## config.mk

```make
export PLATFORM = sky130hd
export DESIGN_NAME = trial_division_prime_counter
export DESIGN_NICKNAME = d
export VERILOG_FILES = /design/src/tdpc_pkg.sv /design/src/trial_division_prime_counter.sv /design/src/tdpc_ctrl.sv /design/src/tdpc_datapath.sv
export SDC_FILE = /design/constraint.sdc
export NUM_CORES = 1
export LEC_CHECK = 0
export ABC_AREA = 1
export BUFFER_PORTS_ARGS = -buffer_cell sky130_fd_sc_hd__buf_4
export CAP_MARGIN = 30
export CORE_ASPECT_RATIO = 0.9
export CORE_UTILIZATION = 45
export DETAILED_ROUTE_END_ITERATION = 10
export SETUP_SLACK_MARGIN = 0.2
export SLEW_MARGIN = 20
export SYNTH_ARGS = -nofsm -noshare
export SYNTH_HDL_FRONTEND = slang
export SYNTH_SLANG_ARGS = --single-unit
```

## constraint.sdc

```tcl
create_clock -name clk_i -period 5.5 [get_ports clk_i]
set_clock_uncertainty 0.15 [all_clocks]
set_input_delay 1.375 -clock clk_i [delete_from_list [all_inputs] [get_ports clk_i]]
set_output_delay 1.375 -clock clk_i [all_outputs]
set_load 0.03 [all_outputs]
```

## src/tdpc_pkg.sv

```systemverilog
// Package with shared types and constants of the trial-division prime counter.
`timescale 1ns / 1ps

package tdpc_pkg;

  // Default widths of the element value and of the position and prime counters.
  localparam int unsigned ValueWidthDef = 32;
  localparam int unsigned CountWidthDef = 16;

  // Width of the position and prime count result fields.
  localparam int unsigned OutWidth = 16;

  // The divisor register rests at two between elements.
  localparam int unsigned RestDivisor = 2;
  // First divisor tried for an odd value, and its square.
  localparam int unsigned FirstOddDivisor = 3;
  localparam int unsigned FirstOddSquare = 9;

  typedef enum logic [2:0] {
    S_IDLE,
    S_CLASSIFY,
    S_CHECK,
    S_DIVIDE,
    S_TEST,
    S_DONE_PRIME,
    S_DONE_COMP
  } state_e;

  // Commands from the controller to the datapath.
  typedef struct packed {
    logic load;       // take the input transfer into the datapath
    logic div_start;  // begin a serial remainder by the current divisor
    logic div_step;   // one restoring remainder step
    logic next_div;   // advance to the next odd divisor
    logic finish;     // write the result register and update the count
    logic prime;      // verdict that goes with finish
  } cmd_t;

  // Status from the datapath to the controller.
  typedef struct packed {
    logic trivial;        // zero, one, two or an even value
    logic trivial_prime;  // the value is two
    logic sq_gt;          // square of the divisor exceeds the value
    logic div_last;       // last bit of the serial remainder
    logic rem_zero;       // remainder is zero
    logic out_free;       // the result register can take a new result
  } stat_t;

endpackage

```

## src/trial_division_prime_counter.sv

```systemverilog
// Top level of the trial-division prime counter.
`timescale 1ns / 1ps

// Tests each element of a stream for primality and reports, for every element, a prime
// flag, its zero-based position in its array and the running number of primes in that
// array, this element included. A transfer with start_of_array_i high opens a new array:
// count and position are cleared before that element. Both counters saturate at their
// maximum. One element is worked on at a time. Zero, one, two and even values are
// settled by the classify step and go straight to the result write. Odd values run a
// divisor search: each odd trial divisor from 3 upward takes a compare of the divisor
// square against the value, a bit-serial restoring remainder of VALUE_WIDTH steps, and
// a zero test. The search ends with a prime verdict once the divisor square exceeds the
// value, or sooner with a composite verdict when a divisor leaves a zero remainder.
// After a result is written the block returns to idle before it takes the next element,
// and a result that still waits on the output holds back the write of the following one.
// The result sits in an output register, so the next element transfer is taken while
// a finished result still waits on the output.
module trial_division_prime_counter #(
  parameter int unsigned VALUE_WIDTH = tdpc_pkg::ValueWidthDef,
  parameter int unsigned COUNT_WIDTH = tdpc_pkg::CountWidthDef
) (
  input  logic                          clk_i,
  input  logic                          rst_ni,
  input  logic                          in_valid_i,
  output logic                          in_ready_o,
  input  logic [VALUE_WIDTH-1:0]        value_i,
  input  logic                          start_of_array_i,
  output logic                          out_valid_o,
  input  logic                          out_ready_i,
  output logic                          is_prime_o,
  output logic [tdpc_pkg::OutWidth-1:0] position_o,
  output logic [tdpc_pkg::OutWidth-1:0] prime_count_o
);

  tdpc_pkg::cmd_t  cmd;
  tdpc_pkg::stat_t stat;

  // The controller sequences the classification, the divisor loop and the result write.
  tdpc_ctrl u_ctrl (
    .clk_i      (clk_i),
    .rst_ni     (rst_ni),
    .in_valid_i (in_valid_i),
    .in_ready_o (in_ready_o),
    .stat_i     (stat),
    .cmd_o      (cmd)
  );

  // The datapath holds the element, the divisor and its square, the remainder unit,
  // the array counters and the result register.
  tdpc_datapath #(
    .VALUE_WIDTH (VALUE_WIDTH),
    .COUNT_WIDTH (COUNT_WIDTH)
  ) u_datapath (
    .clk_i            (clk_i),
    .rst_ni           (rst_ni),
    .value_i          (value_i),
    .start_of_array_i (start_of_array_i),
    .cmd_i            (cmd),
    .stat_o           (stat),
    .out_ready_i      (out_ready_i),
    .out_valid_o      (out_valid_o),
    .is_prime_o       (is_prime_o),
    .position_o       (position_o),
    .prime_count_o    (prime_count_o)
  );

endmodule

```

## src/tdpc_ctrl.sv

```systemverilog
// Controller state machine of the trial-division prime counter.
`timescale 1ns / 1ps

module tdpc_ctrl (
  input  logic           clk_i,
  input  logic           rst_ni,
  input  logic           in_valid_i,
  output logic           in_ready_o,
  input  tdpc_pkg::stat_t stat_i,
  output tdpc_pkg::cmd_t  cmd_o
);

  tdpc_pkg::state_e state_q, state_d;

  always_ff @(posedge clk_i or negedge rst_ni) begin
    if (!rst_ni) begin
      state_q <= tdpc_pkg::S_IDLE;
    end else begin
      state_q <= state_d;
    end
  end

  always_comb begin
    state_d    = state_q;
    cmd_o      = '0;
    in_ready_o = 1'b0;
    unique case (state_q)
      tdpc_pkg::S_IDLE: begin
        in_ready_o = 1'b1;
        if (in_valid_i) begin
          cmd_o.load = 1'b1;
          state_d    = tdpc_pkg::S_CLASSIFY;
        end
      end
      tdpc_pkg::S_CLASSIFY: begin
        if (stat_i.trivial) begin
          state_d = stat_i.trivial_prime ? tdpc_pkg::S_DONE_PRIME : tdpc_pkg::S_DONE_COMP;
        end else begin
          state_d = tdpc_pkg::S_CHECK;
        end
      end
      tdpc_pkg::S_CHECK: begin
        if (stat_i.sq_gt) begin
          state_d = tdpc_pkg::S_DONE_PRIME;
        end else begin
          cmd_o.div_start = 1'b1;
          state_d         = tdpc_pkg::S_DIVIDE;
        end
      end
      tdpc_pkg::S_DIVIDE: begin
        cmd_o.div_step = 1'b1;
        if (stat_i.div_last) begin
          state_d = tdpc_pkg::S_TEST;
        end
      end
      tdpc_pkg::S_TEST: begin
        if (stat_i.rem_zero) begin
          state_d = tdpc_pkg::S_DONE_COMP;
        end else begin
          cmd_o.next_div = 1'b1;
          state_d        = tdpc_pkg::S_CHECK;
        end
      end
      tdpc_pkg::S_DONE_PRIME: begin
        if (stat_i.out_free) begin
          cmd_o.finish = 1'b1;
          cmd_o.prime  = 1'b1;
          state_d      = tdpc_pkg::S_IDLE;
        end
      end
      tdpc_pkg::S_DONE_COMP: begin
        if (stat_i.out_free) begin
          cmd_o.finish = 1'b1;
          state_d      = tdpc_pkg::S_IDLE;
        end
      end
      default: begin
        state_d = tdpc_pkg::S_IDLE;
      end
    endcase
  end

  // A result is only written when the result register can hold it.
  assert property (@(posedge clk_i) disable iff (!rst_ni)
    cmd_o.finish |-> stat_i.out_free)
    else $error("result written while the result register is occupied");

  // A new element is never taken while a remainder is being worked out.
  assert property (@(posedge clk_i) disable iff (!rst_ni)
    cmd_o.div_step |=> !cmd_o.load)
    else $error("input taken directly after a remainder step");

  // An element is loaded only on an input transfer.
  assert property (@(posedge clk_i) disable iff (!rst_ni)
    cmd_o.load |-> (in_valid_i && in_ready_o))
    else $error("element loaded without an input transfer");

endmodule

```

## src/tdpc_datapath.sv

```systemverilog
// Datapath of the trial-division prime counter: divisor search, serial remainder, counters.
`timescale 1ns / 1ps

module tdpc_datapath #(
  parameter int unsigned VALUE_WIDTH = tdpc_pkg::ValueWidthDef,
  parameter int unsigned COUNT_WIDTH = tdpc_pkg::CountWidthDef
) (
  input  logic                          clk_i,
  input  logic                          rst_ni,
  input  logic [VALUE_WIDTH-1:0]        value_i,
  input  logic                          start_of_array_i,
  input  tdpc_pkg::cmd_t                cmd_i,
  output tdpc_pkg::stat_t               stat_o,
  input  logic                          out_ready_i,
  output logic                          out_valid_o,
  output logic                          is_prime_o,
  output logic [tdpc_pkg::OutWidth-1:0] position_o,
  output logic [tdpc_pkg::OutWidth-1:0] prime_count_o
);

  localparam int unsigned DivWidth    = (VALUE_WIDTH + 1) / 2 + 1;
  localparam int unsigned SqWidth     = 2 * DivWidth;
  localparam int unsigned BitCntWidth = $clog2(VALUE_WIDTH);
  localparam logic [COUNT_WIDTH-1:0] CountMax = {COUNT_WIDTH{1'b1}};

  logic [VALUE_WIDTH-1:0] val_q;
  logic [DivWidth-1:0]    div_q;
  logic [SqWidth-1:0]     sq_q;
  logic [DivWidth-1:0]    rem_q, rem_d;
  logic [VALUE_WIDTH-1:0] shift_q;
  logic [BitCntWidth-1:0] bit_q;
  logic [COUNT_WIDTH-1:0] idx_q, count_q;
  logic [COUNT_WIDTH-1:0] pos_q;
  logic [COUNT_WIDTH-1:0] idx_base, count_base, count_new;
  logic                   out_valid_q;
  logic                   is_prime_q;
  logic [tdpc_pkg::OutWidth-1:0] position_q, prime_count_q;

  logic [DivWidth:0] rem_ext, rem_diff;
  logic [31:0]       idx_ext, count_ext;

  // One restoring remainder step: bring in the next bit, subtract when it fits.
  assign rem_ext  = {rem_q, shift_q[VALUE_WIDTH-1]};
  assign rem_diff = rem_ext - {1'b0, div_q};
  assign rem_d    = (rem_ext >= {1'b0, div_q}) ? rem_diff[DivWidth-1:0]
                                               : rem_ext[DivWidth-1:0];

  assign idx_base   = start_of_array_i ? '0 : idx_q;
  assign count_base = start_of_array_i ? '0 : count_q;
  assign count_new  = (cmd_i.prime && (count_q != CountMax)) ?
                      count_q + COUNT_WIDTH'(1) : count_q;
  assign idx_ext    = 32'(pos_q);
  assign count_ext  = 32'(count_new);

  assign stat_o.trivial       = (val_q < VALUE_WIDTH'(2)) || !val_q[0];
  assign stat_o.trivial_prime = (val_q == VALUE_WIDTH'(2));
  assign stat_o.sq_gt         = (sq_q > SqWidth'(val_q));
  assign stat_o.div_last      = (bit_q == '0);
  assign stat_o.rem_zero      = (rem_q == '0);
  assign stat_o.out_free      = !out_valid_q || out_ready_i;

  always_ff @(posedge clk_i or negedge rst_ni) begin
    if (!rst_ni) begin
      val_q       <= '0;
      div_q       <= DivWidth'(tdpc_pkg::RestDivisor);
      idx_q       <= '0;
      count_q     <= '0;
      out_valid_q <= 1'b0;
    end else begin
      if (cmd_i.load) begin
        val_q   <= value_i;
        div_q   <= DivWidth'(tdpc_pkg::FirstOddDivisor);
        idx_q   <= (idx_base == CountMax) ? idx_base : idx_base + COUNT_WIDTH'(1);
        count_q <= count_base;
      end
      if (cmd_i.next_div) begin
        div_q <= div_q + DivWidth'(2);
      end
      if (cmd_i.finish) begin
        div_q       <= DivWidth'(tdpc_pkg::RestDivisor);
        count_q     <= count_new;
        out_valid_q <= 1'b1;
      end else if (out_ready_i) begin
        out_valid_q <= 1'b0;
      end
    end
  end

  always_ff @(posedge clk_i) begin
    if (cmd_i.load) begin
      sq_q  <= SqWidth'(tdpc_pkg::FirstOddSquare);
      pos_q <= idx_base;
    end
    if (cmd_i.next_div) begin
      // (d + 2)^2 = d^2 + 4d + 4
      sq_q <= sq_q + (SqWidth'(div_q) << 2) + SqWidth'(4);
    end
    if (cmd_i.div_start) begin
      rem_q   <= '0;
      shift_q <= val_q;
      bit_q   <= BitCntWidth'(VALUE_WIDTH - 1);
    end
    if (cmd_i.div_step) begin
      rem_q   <= rem_d;
      shift_q <= shift_q << 1;
      bit_q   <= bit_q - BitCntWidth'(1);
    end
    if (cmd_i.finish) begin
      is_prime_q    <= cmd_i.prime;
      position_q    <= idx_ext[tdpc_pkg::OutWidth-1:0];
      prime_count_q <= count_ext[tdpc_pkg::OutWidth-1:0];
    end
  end

  assign out_valid_o   = out_valid_q;
  assign is_prime_o    = is_prime_q;
  assign position_o    = position_q;
  assign prime_count_o = prime_count_q;

  // The partial remainder stays below the divisor throughout the serial step.
  assert property (@(posedge clk_i) disable iff (!rst_ni)
    cmd_i.div_step |-> (rem_q < div_q))
    else $error("partial remainder not below divisor");

  // Only odd divisors are tried.
  assert property (@(posedge clk_i) disable iff (!rst_ni)
    cmd_i.div_step |-> div_q[0])
    else $error("even trial divisor");

  // The prime count can never pass the element index.
  assert property (@(posedge clk_i) disable iff (!rst_ni)
    count_q <= idx_q)
    else $error("prime count exceeds element index");

endmodule
```

; ---- After elaboration in Yosys (flattened, before gate mapping)
; Cells that the tools add are included.
; Widths: inputs -> output; s select.
[word_totals]
ff_bits = 222
inputBits = 37
[classes]
add_sub_neg = 7
magnitude_cmp = 3
eq_ne = 12
muxes = 40
reduce_logical = 17
[ops]
columns = cell, n
row1 = $mux 17, 6
row2 = $mux 16, 6
row3 = $mux 34, 2
row4 = $mux 32, 2
row5 = $add 34x19->34, 1
row6 = $add 34x3->34 const B, 1
row7 = $gt 34x32->1, 1
row8 = $add 16x1->16 const B, 2
row9 = $eq 32x2->1 const B, 1
row10 = $lt 32x2->1 const B, 1
row11 = $ge 18x17->1, 1
row12 = $mux 3, 6
row13 = $pmux 3 s6, 1
row14 = $add 17x2->17 const B, 1
row15 = $logic_not 17->1, 1
row16 = $sub 17x17->17, 1
row17 = $eq 16x16->1 const B, 1
row18 = $ne 16x16->1 const B, 1
row19 = $mux 1, 12
row20 = $mux 5, 2
row21 = $reduce_bool 2->1, 5
row22 = $eq 3x3->1 const B, 3
row23 = $eq 3x2->1 const B, 2
row24 = $logic_not 5->1, 1
row25 = 14 further kinds, 18

; ---- Logic depth before layout (Yosys ltp)
; Gate-level depths: netlist of run 1.
[logic_depth]
ltp_word = 7
mapped_depth = 16
depth_no_buf = 16

; ---- Cells and area by module
; A second synthesis of run 1 with hierarchy kept.
[hier_totals]
cells_unflattened = 1700
area_unflattened_um2 = 13601.8
[by_module_without_submodules]
columns = module, n_inst, cells_each, area_per_inst_um2, seq_area_each_um2
row1 = tdpc_datapath, 1, 1651, 13307.8, 6097.1
row2 = tdpc_ctrl, 1, 49, 294.0, 75.1

; ---- Least setup slack after synthesis of run 1
; OpenSTA, ideal clock, no wires.
[synth_timing]
kind = register to register
from = reg u_datapath.sq_q[25]
to = reg u_datapath.bit_q[0], enable pin
t_arrival_ns = 2.805
slack_ns = 2.133
path_stages_with_launch = 13
cell_sequence = edfxtp_1 > ha_1 > a21o_1 > nor2_1 > nand2_1 > nand2_1 > nand2_1 > nor2_1 > nand2_1 > nand2_1 > nand2_1 > buf_2 > nand2_1
[synth_via]
elab_chain_cells = 4
[synth_rtl]
columns = element, line_no
row1 = from (decl), tdpc_datapath.sv:28  ; logic [SqWidth-1:0] sq_q;
row2 = from (signal assigned), tdpc_datapath.sv:91  ; sq_q <= SqWidth'(tdpc_pkg::FirstOddSquare);
row3 = from (signal assigned), tdpc_datapath.sv:96  ; sq_q <= sq_q + (SqWidth'(div_q) << 2) + SqWidth'(4);
row4 = $gt 34x32->1, tdpc_datapath.sv:57  ; assign stat_o.sq_gt = (sq_q > SqWidth'(val_q));
row5 = $mux 1, tdpc_ctrl.sv:43  ; if (stat_i.sq_gt) begin
row6 = $mux 1, tdpc_ctrl.sv:27  ; unique case (state_q)
row7 = $reduce_bool 2->1 (no source line), n/a
row8 = to (signal assigned), tdpc_datapath.sv:101  ; bit_q <= BitCntWidth'(VALUE_WIDTH - 1);
row9 = to (signal assigned), tdpc_datapath.sv:106  ; bit_q <= bit_q - BitCntWidth'(1);
row10 = to (decl), tdpc_datapath.sv:31  ; logic [BitCntWidth-1:0] bit_q;
; Every way passes these cells.
; A chain may end at the register's enable or synchronous reset.

; ---- Final worst setup path of run 1
[layout_timing]
from = reg u_datapath.sq_q[31]
to = reg u_datapath.rem_q[11], enable pin
[layout_via]
elab_chain_cells = 4
[layout_rtl]
columns = element, line_no
row1 = $gt 34x32->1, tdpc_datapath.sv:57
row2 = $mux 1, tdpc_ctrl.sv:43
row3 = $mux 1, tdpc_ctrl.sv:27
row4 = $reduce_bool 2->1 (no source line), n/a
row5 = to (signal assigned), tdpc_datapath.sv:104  ; rem_q <= rem_d;
row6 = to (decl), tdpc_datapath.sv:29  ; logic [DivWidth-1:0] rem_q, rem_d;
; Every way passes these cells.

==> flow_summary.yaml, run 1 <==
yosys:
  synth_seq_cells: 220
  yosysSeqAreaShare_pct: 48.6
  ys_types: 42
  synth_warnings: 0
  netlist_area_um2: 12700
  synth_top_area_share_pct: 31.7
  avgSynthCellArea_um2: 8.61
  synthTopCellsByArea: "edfxtp_1, dfrtp_1, nand2_1"
  syn-num-nets: 1599
  yosysTopAreaCell: "edfxtp_1"
  syn_inst: 1475
outcome:
  status: "finished with violations"
  violations: "DRC"
cts:
  cts-root-buf: "clkbuf_16"
  htreeDepth: 1
  clock_latency_ns: 0.53
  cts_tree: "built"
  cts_hold_buffers: 0
  cts_buffers: 25
  cts_buffer_depth: 3
  post_cts_buffers: 0
  cts_resized: 0
  clk_pin_slew_worst_paths_ns: 0.06
  cts.sinks: 220
sta:
  period_needed_ns: 3.36
  slew_viol_final: 0
  finalWorstSetupSlack_ns: 2.14
  slew_headroom_pct: 38.7
  setup_viol: 0
  timing.final.crit_share_pct: 61.1
  setup_tns_ns: 0
  max_clock_freq_mhz: 298
  finalHoldViolations: 0
  worst_slew_pin_slew_ns: 0.918
  rsz0062_at_grt: "false"
worst_setup_path:
  critPathLaunchType: "register"
  worstPathArrival_ns: 3.37
  path_class: "reg -> reg"
  crit_fanout: 40
  critPathRequiredTime_ns: 5.51
  cp-end-kind: "register"
routing:
  drt_wl_total_mm: 31.2
  firstDrtPassIters: 8
  postRouteAntennaNets: 0
  via_count: 10100
  detail_route.wl_per_cell_um: 16.2
  dr.first_iter.drc_count: 803
  drcViolationCount: 9
  vias_per_cell: 5.25
place:
  pre_cts_slack_ns: 1.96
  dpl.hpwl_mm: 22.9
  gp_congestion: 0.912
  detailed_place.area_um2: 13600
  io_buffers: 71
job:
  cap_violations: 0
die:
  die_area_um2: 28900
  core-area_um2: 27400
  start_util_pct: 46.3
  fp.dieH_um: 161
  pin_count: 72
  die_x_um: 179
  rows: 57
global_route:
  grt_max_degree: 99
  grt_pass1_wl_mm: 50.5
  antenna_found_initial: 0
  overflow: 0
  grt_pass1_vias: 9517
  grtUsageTotal_pct: 22.2
finish:
  area.growth.synth_to_final_pct: 13.3
  fillCellCount: 2589
  layout_commonest_cell: "nand2_1"
  fin_nets: 1676
  n_antenna_cell: 0
  final_area_um2: 14400
  final_layout_size_suffix_gt1_share_pct: 9.55
  layout_common_cells: "nand2_1, inv_1, nor2_1"
power:
  p_per_area_nw_per_um2: 569
  peakVddDrop_mv: 0.349
  p_leak_nw: 6.33
min_path:
  hp-class: "reg -> reg"
==> worst max-delay path, cell delays in order (launching register included) <==
cell	delay (ns)
edfxtp_1	0.48
ha_1	0.35
nand2_1	0.05
nor2_1	0.13
nand2_1	0.13
nor3_1	0.22
nand4_1	0.18
nand2_1	0.14
nand2_1	0.05
buf_4	0.24
nand2_2	0.29
buf_4	0.54
==> state kept, by name, summed over array words and instances, names as in the netlist <==
signal,cells
u_datapath.shift_q,32
u_datapath.sq_q,32
u_datapath.val_q,32
u_datapath.div_q,17
u_datapath.rem_q,17
u_datapath.count_q,16
u_datapath.idx_q,16
u_datapath.pos_q,16
u_datapath.position_o,16
u_datapath.prime_count_o,16
u_datapath.bit_q,5
u_ctrl.state_q,3
u_datapath.is_prime_o,1
u_datapath.out_valid_o,1
==> path summary, 6_finish.rpt <==
kind | start | end | slack (ns) | cells after the start
max | u_datapath.sq_q[31] | u_datapath.rem_q[11] | 2.14 | 11
max reg2reg | u_datapath.sq_q[31] | u_datapath.rem_q[11] | 2.14 | 11
min reg2reg | u_datapath.pos_q[2] | u_datapath.position_o[2] | 0.27 | 0
max in group asynchronous | rst_ni | u_datapath.div_q[1] | 3.44 | 2
min in group asynchronous | rst_ni | u_datapath.val_q[20] | 0.77 | 1
min | u_datapath.pos_q[2] | u_datapath.position_o[2] | 0.27 | 0
==> layout make-up <==
cell class | count | area (um^2) | area share (%)
Multi-Input combinational cell | 1051 | 5730 | 39.8
Tap cell | 354 | 443 | 3.08
Sequential cell | 220 | 6170 | 42.9
Clock buffer | 26 | 629 | 4.38
Timing Repair Buffer | 79 | 593 | 4.12
Clock inverter | 20 | 160 | 1.11
Inverter | 175 | 657 | 4.57
==> layer usage <==
metal | wire length (um) | global-route usage [%] | vias up
met3 | 1480 | 2.42 | 39
met4 | 594 | 4.93 | 0
met1 | 15800 | 34.3 | 4738
met5 | 0 | 0 | -
met2 | 13300 | 33.1 | 218
li1 | - | - | 5110
==> cell families after synthesis <==
| family | count (synthesis) | synth area share, % |
|---|---|---|
| fa+ha+maj | 87 | 8.69 |
| flops | 220 | 48.6 |
| compound gates | 270 | 11.1 |
| simple gates | 640 | 21.5 |
| buf+inv | 204 | 6.34 |
| xor+xnor | 54 | 3.73 |
==> cells in the mapped netlist (all sizes together) <==
library cell / instances
o22ai: 8
buf: 20
dfstp: 1
nand3b: 5
edfxtp: 134
a21oi: 93
nor3: 34
o21ai: 150
nor4: 4
ha: 85
a21o: 8
clkinv: 1
o21a: 6
a31oi: 1
xor2: 37
fa: 2
clkbuf: 9
nand3: 65
xnor2: 17
dfxtp: 1
o21bai: 2
dfrtp: 84
nand2: 349
and2: 1
nand4: 31
o32ai: 2
inv: 174
nor2: 146
or2: 5
==> where the power goes <==
part | internal (mW) | switching (mW)
Clock | 0.928 | 0.689
Sequential | 2.48 | 0.404
Combinational | 1.20 | 2.49
==> metrics by stage <==
step / total power, mW / hold WS, ns / util, % / std cells
floorplan: 5.51 / 0.250 / - / 1475
global placement: 6.50 / 0.253 / 49.6 / 1879
detailed placement: 6.57 / 0.255 / 49.6 / 1879
CTS: 8.22 / 0.269 / 52.5 / 1925
global route: 8.87 / 0.277 / 52.5 / 1925
finish: 8.19 / 0.269 / 52.5 / 1925
(Power assumes the default switching activity.)
==> inputs of run 2 (changes only) <==
--- a/config.mk
+++ b/config.mk
@@ -5,7 +5,7 @@
 export SDC_FILE = /design/constraint.sdc
 export NUM_CORES = 1
 export LEC_CHECK = 0
-export ABC_AREA = 1
+export ABC_AREA = 0
 export BUFFER_PORTS_ARGS = -buffer_cell sky130_fd_sc_hd__buf_4
 export CAP_MARGIN = 30
 export CORE_ASPECT_RATIO = 0.9
==> constraint.sdc (replaced) <==
create_clock -name clk_i -period 2.7 [get_ports clk_i]
set_clock_uncertainty 0.15 [all_clocks]
set_input_delay 0.675 -clock clk_i [delete_from_list [all_inputs] [get_ports clk_i]]
set_output_delay 0.675 -clock clk_i [all_outputs]
set_load 0.03 [all_outputs]
==> run 2 against run 1 <==
  * The run ends with setup timing left
  * Die area down 2.3%
  * Sequential power up 94%
  * Flip-flop and latch count did not move
  * Wire length grew 3.6%
  * Utilization is 10 points higher
  * Synthesized cell count fell by 19%
  * Non-clock buffer count increased by 219
  * Critical path depth down 2
  * Worst setup slack got worse by 2.5 ns
  * Synthesized area is 2.4% lower
  * Critical path type unchanged
==> flow_summary.yaml, run 2 <==
routing:
  dr.first_iter.drc_count: 625
  detail_route.wl_per_cell_um: 17.4
  firstDrtPassIters: 7
  drcViolationCount: 0
  drt_wl_total_mm: 32.3
  postRouteAntennaNets: 0
  via_count: 10300
  vias_per_cell: 5.54
cts:
  cts-root-buf: "clkbuf_16"
  cts_buffers: 26
  cts_tree: "built"
  cts_buffer_depth: 3
  clk_pin_slew_worst_paths_ns: 0.06
  htreeDepth: 1
  cts.sinks: 220
  clock_latency_ns: 0.53
sta:
  rsz0062_at_grt: "true"
  setup_viol: 120
  finalHoldViolations: 0
  period_needed_ns: 3.11
  slew_headroom_pct: 58.2
  max_clock_freq_mhz: 322
  slew_viol_final: 0
  finalWorstSetupSlack_ns: -0.406
  timing.final.crit_share_pct: 115
  worst_slew_pin_slew_ns: 0.626
worst_setup_path:
  critPathLaunchType: "register"
  critPathBufInv: 1
  cp-end-kind: "register"
  path_cells: "ha_1 -> nand2_2 -> or4_4 -> or4_4 -> nor2_4 -> a21oi_2 -> nor3_4 -> or2_4 -> clkbuf_16"
  critPathMaxStageDelay_ns: 0.50
  crit_fanout: 7
  path_delay_family: "simple AND/OR/NAND/NOR gates"
  crit_path_frequent_cell: "or4_4"
  worstPathArrival_ns: 3.20
  crit_slowest_cell: "or4_4"
  critPathRequiredTime_ns: 2.80
  path_class: "reg -> reg"
die:
  rows: 57
  start_util_pct: 45.9
  core-area_um2: 27000
  die_x_um: 177
  fp.dieH_um: 159
  pin_count: 72
  die_area_um2: 28200
global_route:
  grt_pass1_vias: 9772
  grt_max_degree: 55
  grtUsageTotal_pct: 22.4
  antenna_found_initial: 0
  overflow: 0
  grt_pass1_wl_mm: 50.6
finish:
  layout.cells.non_filler: 1853
  area.growth.synth_to_final_pct: 36.5
  final_layout_size_suffix_gt1_share_pct: 32.4
  fin_nets: 1603
  reg_top3: "u_datapath.shift_q (32), u_datapath.sq_q (32), u_datapath.val_q (32)"
  layout_commonest_cell: "buf_4"
  n_antenna_cell: 0
  layout_common_cells: "buf_4, edfxtp_1, nand2_1"
job:
  cap_violations: 0
power:
  peakVddDrop_mv: 0.595
  p_per_area_nw_per_um2: 1080
  p_leak_nw: 7.15
yosys:
  ys_types: 68
  ys_async_sr_fraction_pct: 38.6
  synth_top_area_share_pct: 32.5
  yosysTopAreaCell: "edfxtp_1"
  synth_top_cells_by_count: "edfxtp_1, nand2_1, o21ai_0"
  synth_warnings: 0
  avgSynthCellArea_um2: 10.3
  synthFlopType: "edfxtp_1"
  netlist_area_um2: 12400
  synth_seq_cells: 220
  synth-edff-count: 134
  synthTopCellsByArea: "edfxtp_1, dfrtp_1, ha_1"
  yosysMostFrequentCell: "edfxtp_1"
  yosysSeqAreaShare_pct: 49.8
  syn_inst: 1200
  syn-num-nets: 1324
outcome:
  status: "finished with violations"
  violations: "setup timing"
place:
  dp_cells: 1758
  io_buffers: 71
  pre_cts_slack_ns: -0.459
  gp_congestion: 0.860
  dpl.hpwl_mm: 22.7
min_path:
  hp-class: "in -> reg"
[run 2: cell types whose count changed in the layout (fill, tap and decap cells not counted), moves of 26 or more]
cell	change
a21oi_1	-61
buf_4	+183
inv_1	-95
mux2i_1	+26
nand2_1	-215
nor2_1	-96
nor4_1	+26
o21ai_0	-69
[run 2: final cells by class]
cell class,count,area (um^2)
well taps,354,443
flip-flops and latches,220,6180
repair buffers,298,2540
clock inverters,13,178
inverters,78,304
clock buffers,35,757
fillers,2194,10100
multi-input cells,855,6520
[run 2: cells by family after synthesis]
family,share of synthesized area (%)
and+or+nand+nor,17.3
adders and majority gates,8.90
AOI/OAI and AO/OA,14.2
muxes,2.28
xor gates and xnor gates,3.53
DFF,49.8
buffers and inverters,4.00
[run 2: final timing paths]
check	cells after the start	to	slack [ns]	startpoint
max	9	u_datapath.bit_q[1]	-0.41	u_datapath.sq_q[28]
min	3	u_datapath.val_q[18]	0.20	value_i[18]
max reg2reg	9	u_datapath.bit_q[1]	-0.41	u_datapath.sq_q[28]
min reg2reg	0	u_datapath.position_o[2]	0.26	u_datapath.pos_q[2]
max in group asynchronous	3	u_datapath.div_q[4]	1.25	rst_ni
min in group asynchronous	2	u_datapath.count_q[9]	0.49	rst_ni
[run 2: layer usage]
metal  vias to the layer above  GRT usage, %  routed length, um
met4                         0          5.53                667
met1                      4959          33.8              15600
met3                        44          2.51               1530
met5                         -             0                  0
met2                       261          34.3              14500
li1                       5004             -                  -
[run 2: metrics by stage]
step / setup TNS [ns] / total power [mW] / area [um^2] / util [%] / hold WS [ns]
2_1_floorplan: -36.67 / 10.1 / 12600 / - / 0.229
3_3_place_gp: -28.41 / 13.2 / 14900 / 55.0 / 0.252
3_5_place_dp: -35.02 / 13.3 / 14900 / 55.0 / 0.255
4_1_cts: -29.10 / 17.8 / 16400 / 60.7 / 0.189
5_1_grt: -46.73 / 19.3 / 16900 / 62.6 / 0.200
6_report: -34.90 / 18.2 / 16900 / 62.6 / 0.203
[run 2: power by group]
group          switching, mW  leakage [nW]  internal (mW)  total (mW)
Combinational           4.72          4.33           4.12        8.84
Clock                   1.42         0.452           2.35        3.78
Sequential             0.633          2.37           4.96        5.60
Total                   6.78          7.15           11.4        18.2
[run 2: what timing repair did]
item,4_1_cts,5_1_grt
gates cloned,0,5
endpoints found under the hold margin,28,0
hold buffers,1,0
setup endpoints to repair,137,142
setup buffers,20,21
pin swaps,41,31
resized for setup,80,69
[run 2: worst register-to-register path, stage by stage, from the launching register on]
cell and delay (ns):
edfxtp_1 0.43, ha_1 0.32, nand2_2 0.05, or4_4 0.49, or4_4 0.50, nor2_4 0.12, a21oi_2 0.06, nor3_4 0.20
or2_4 0.29, clkbuf_16 0.21
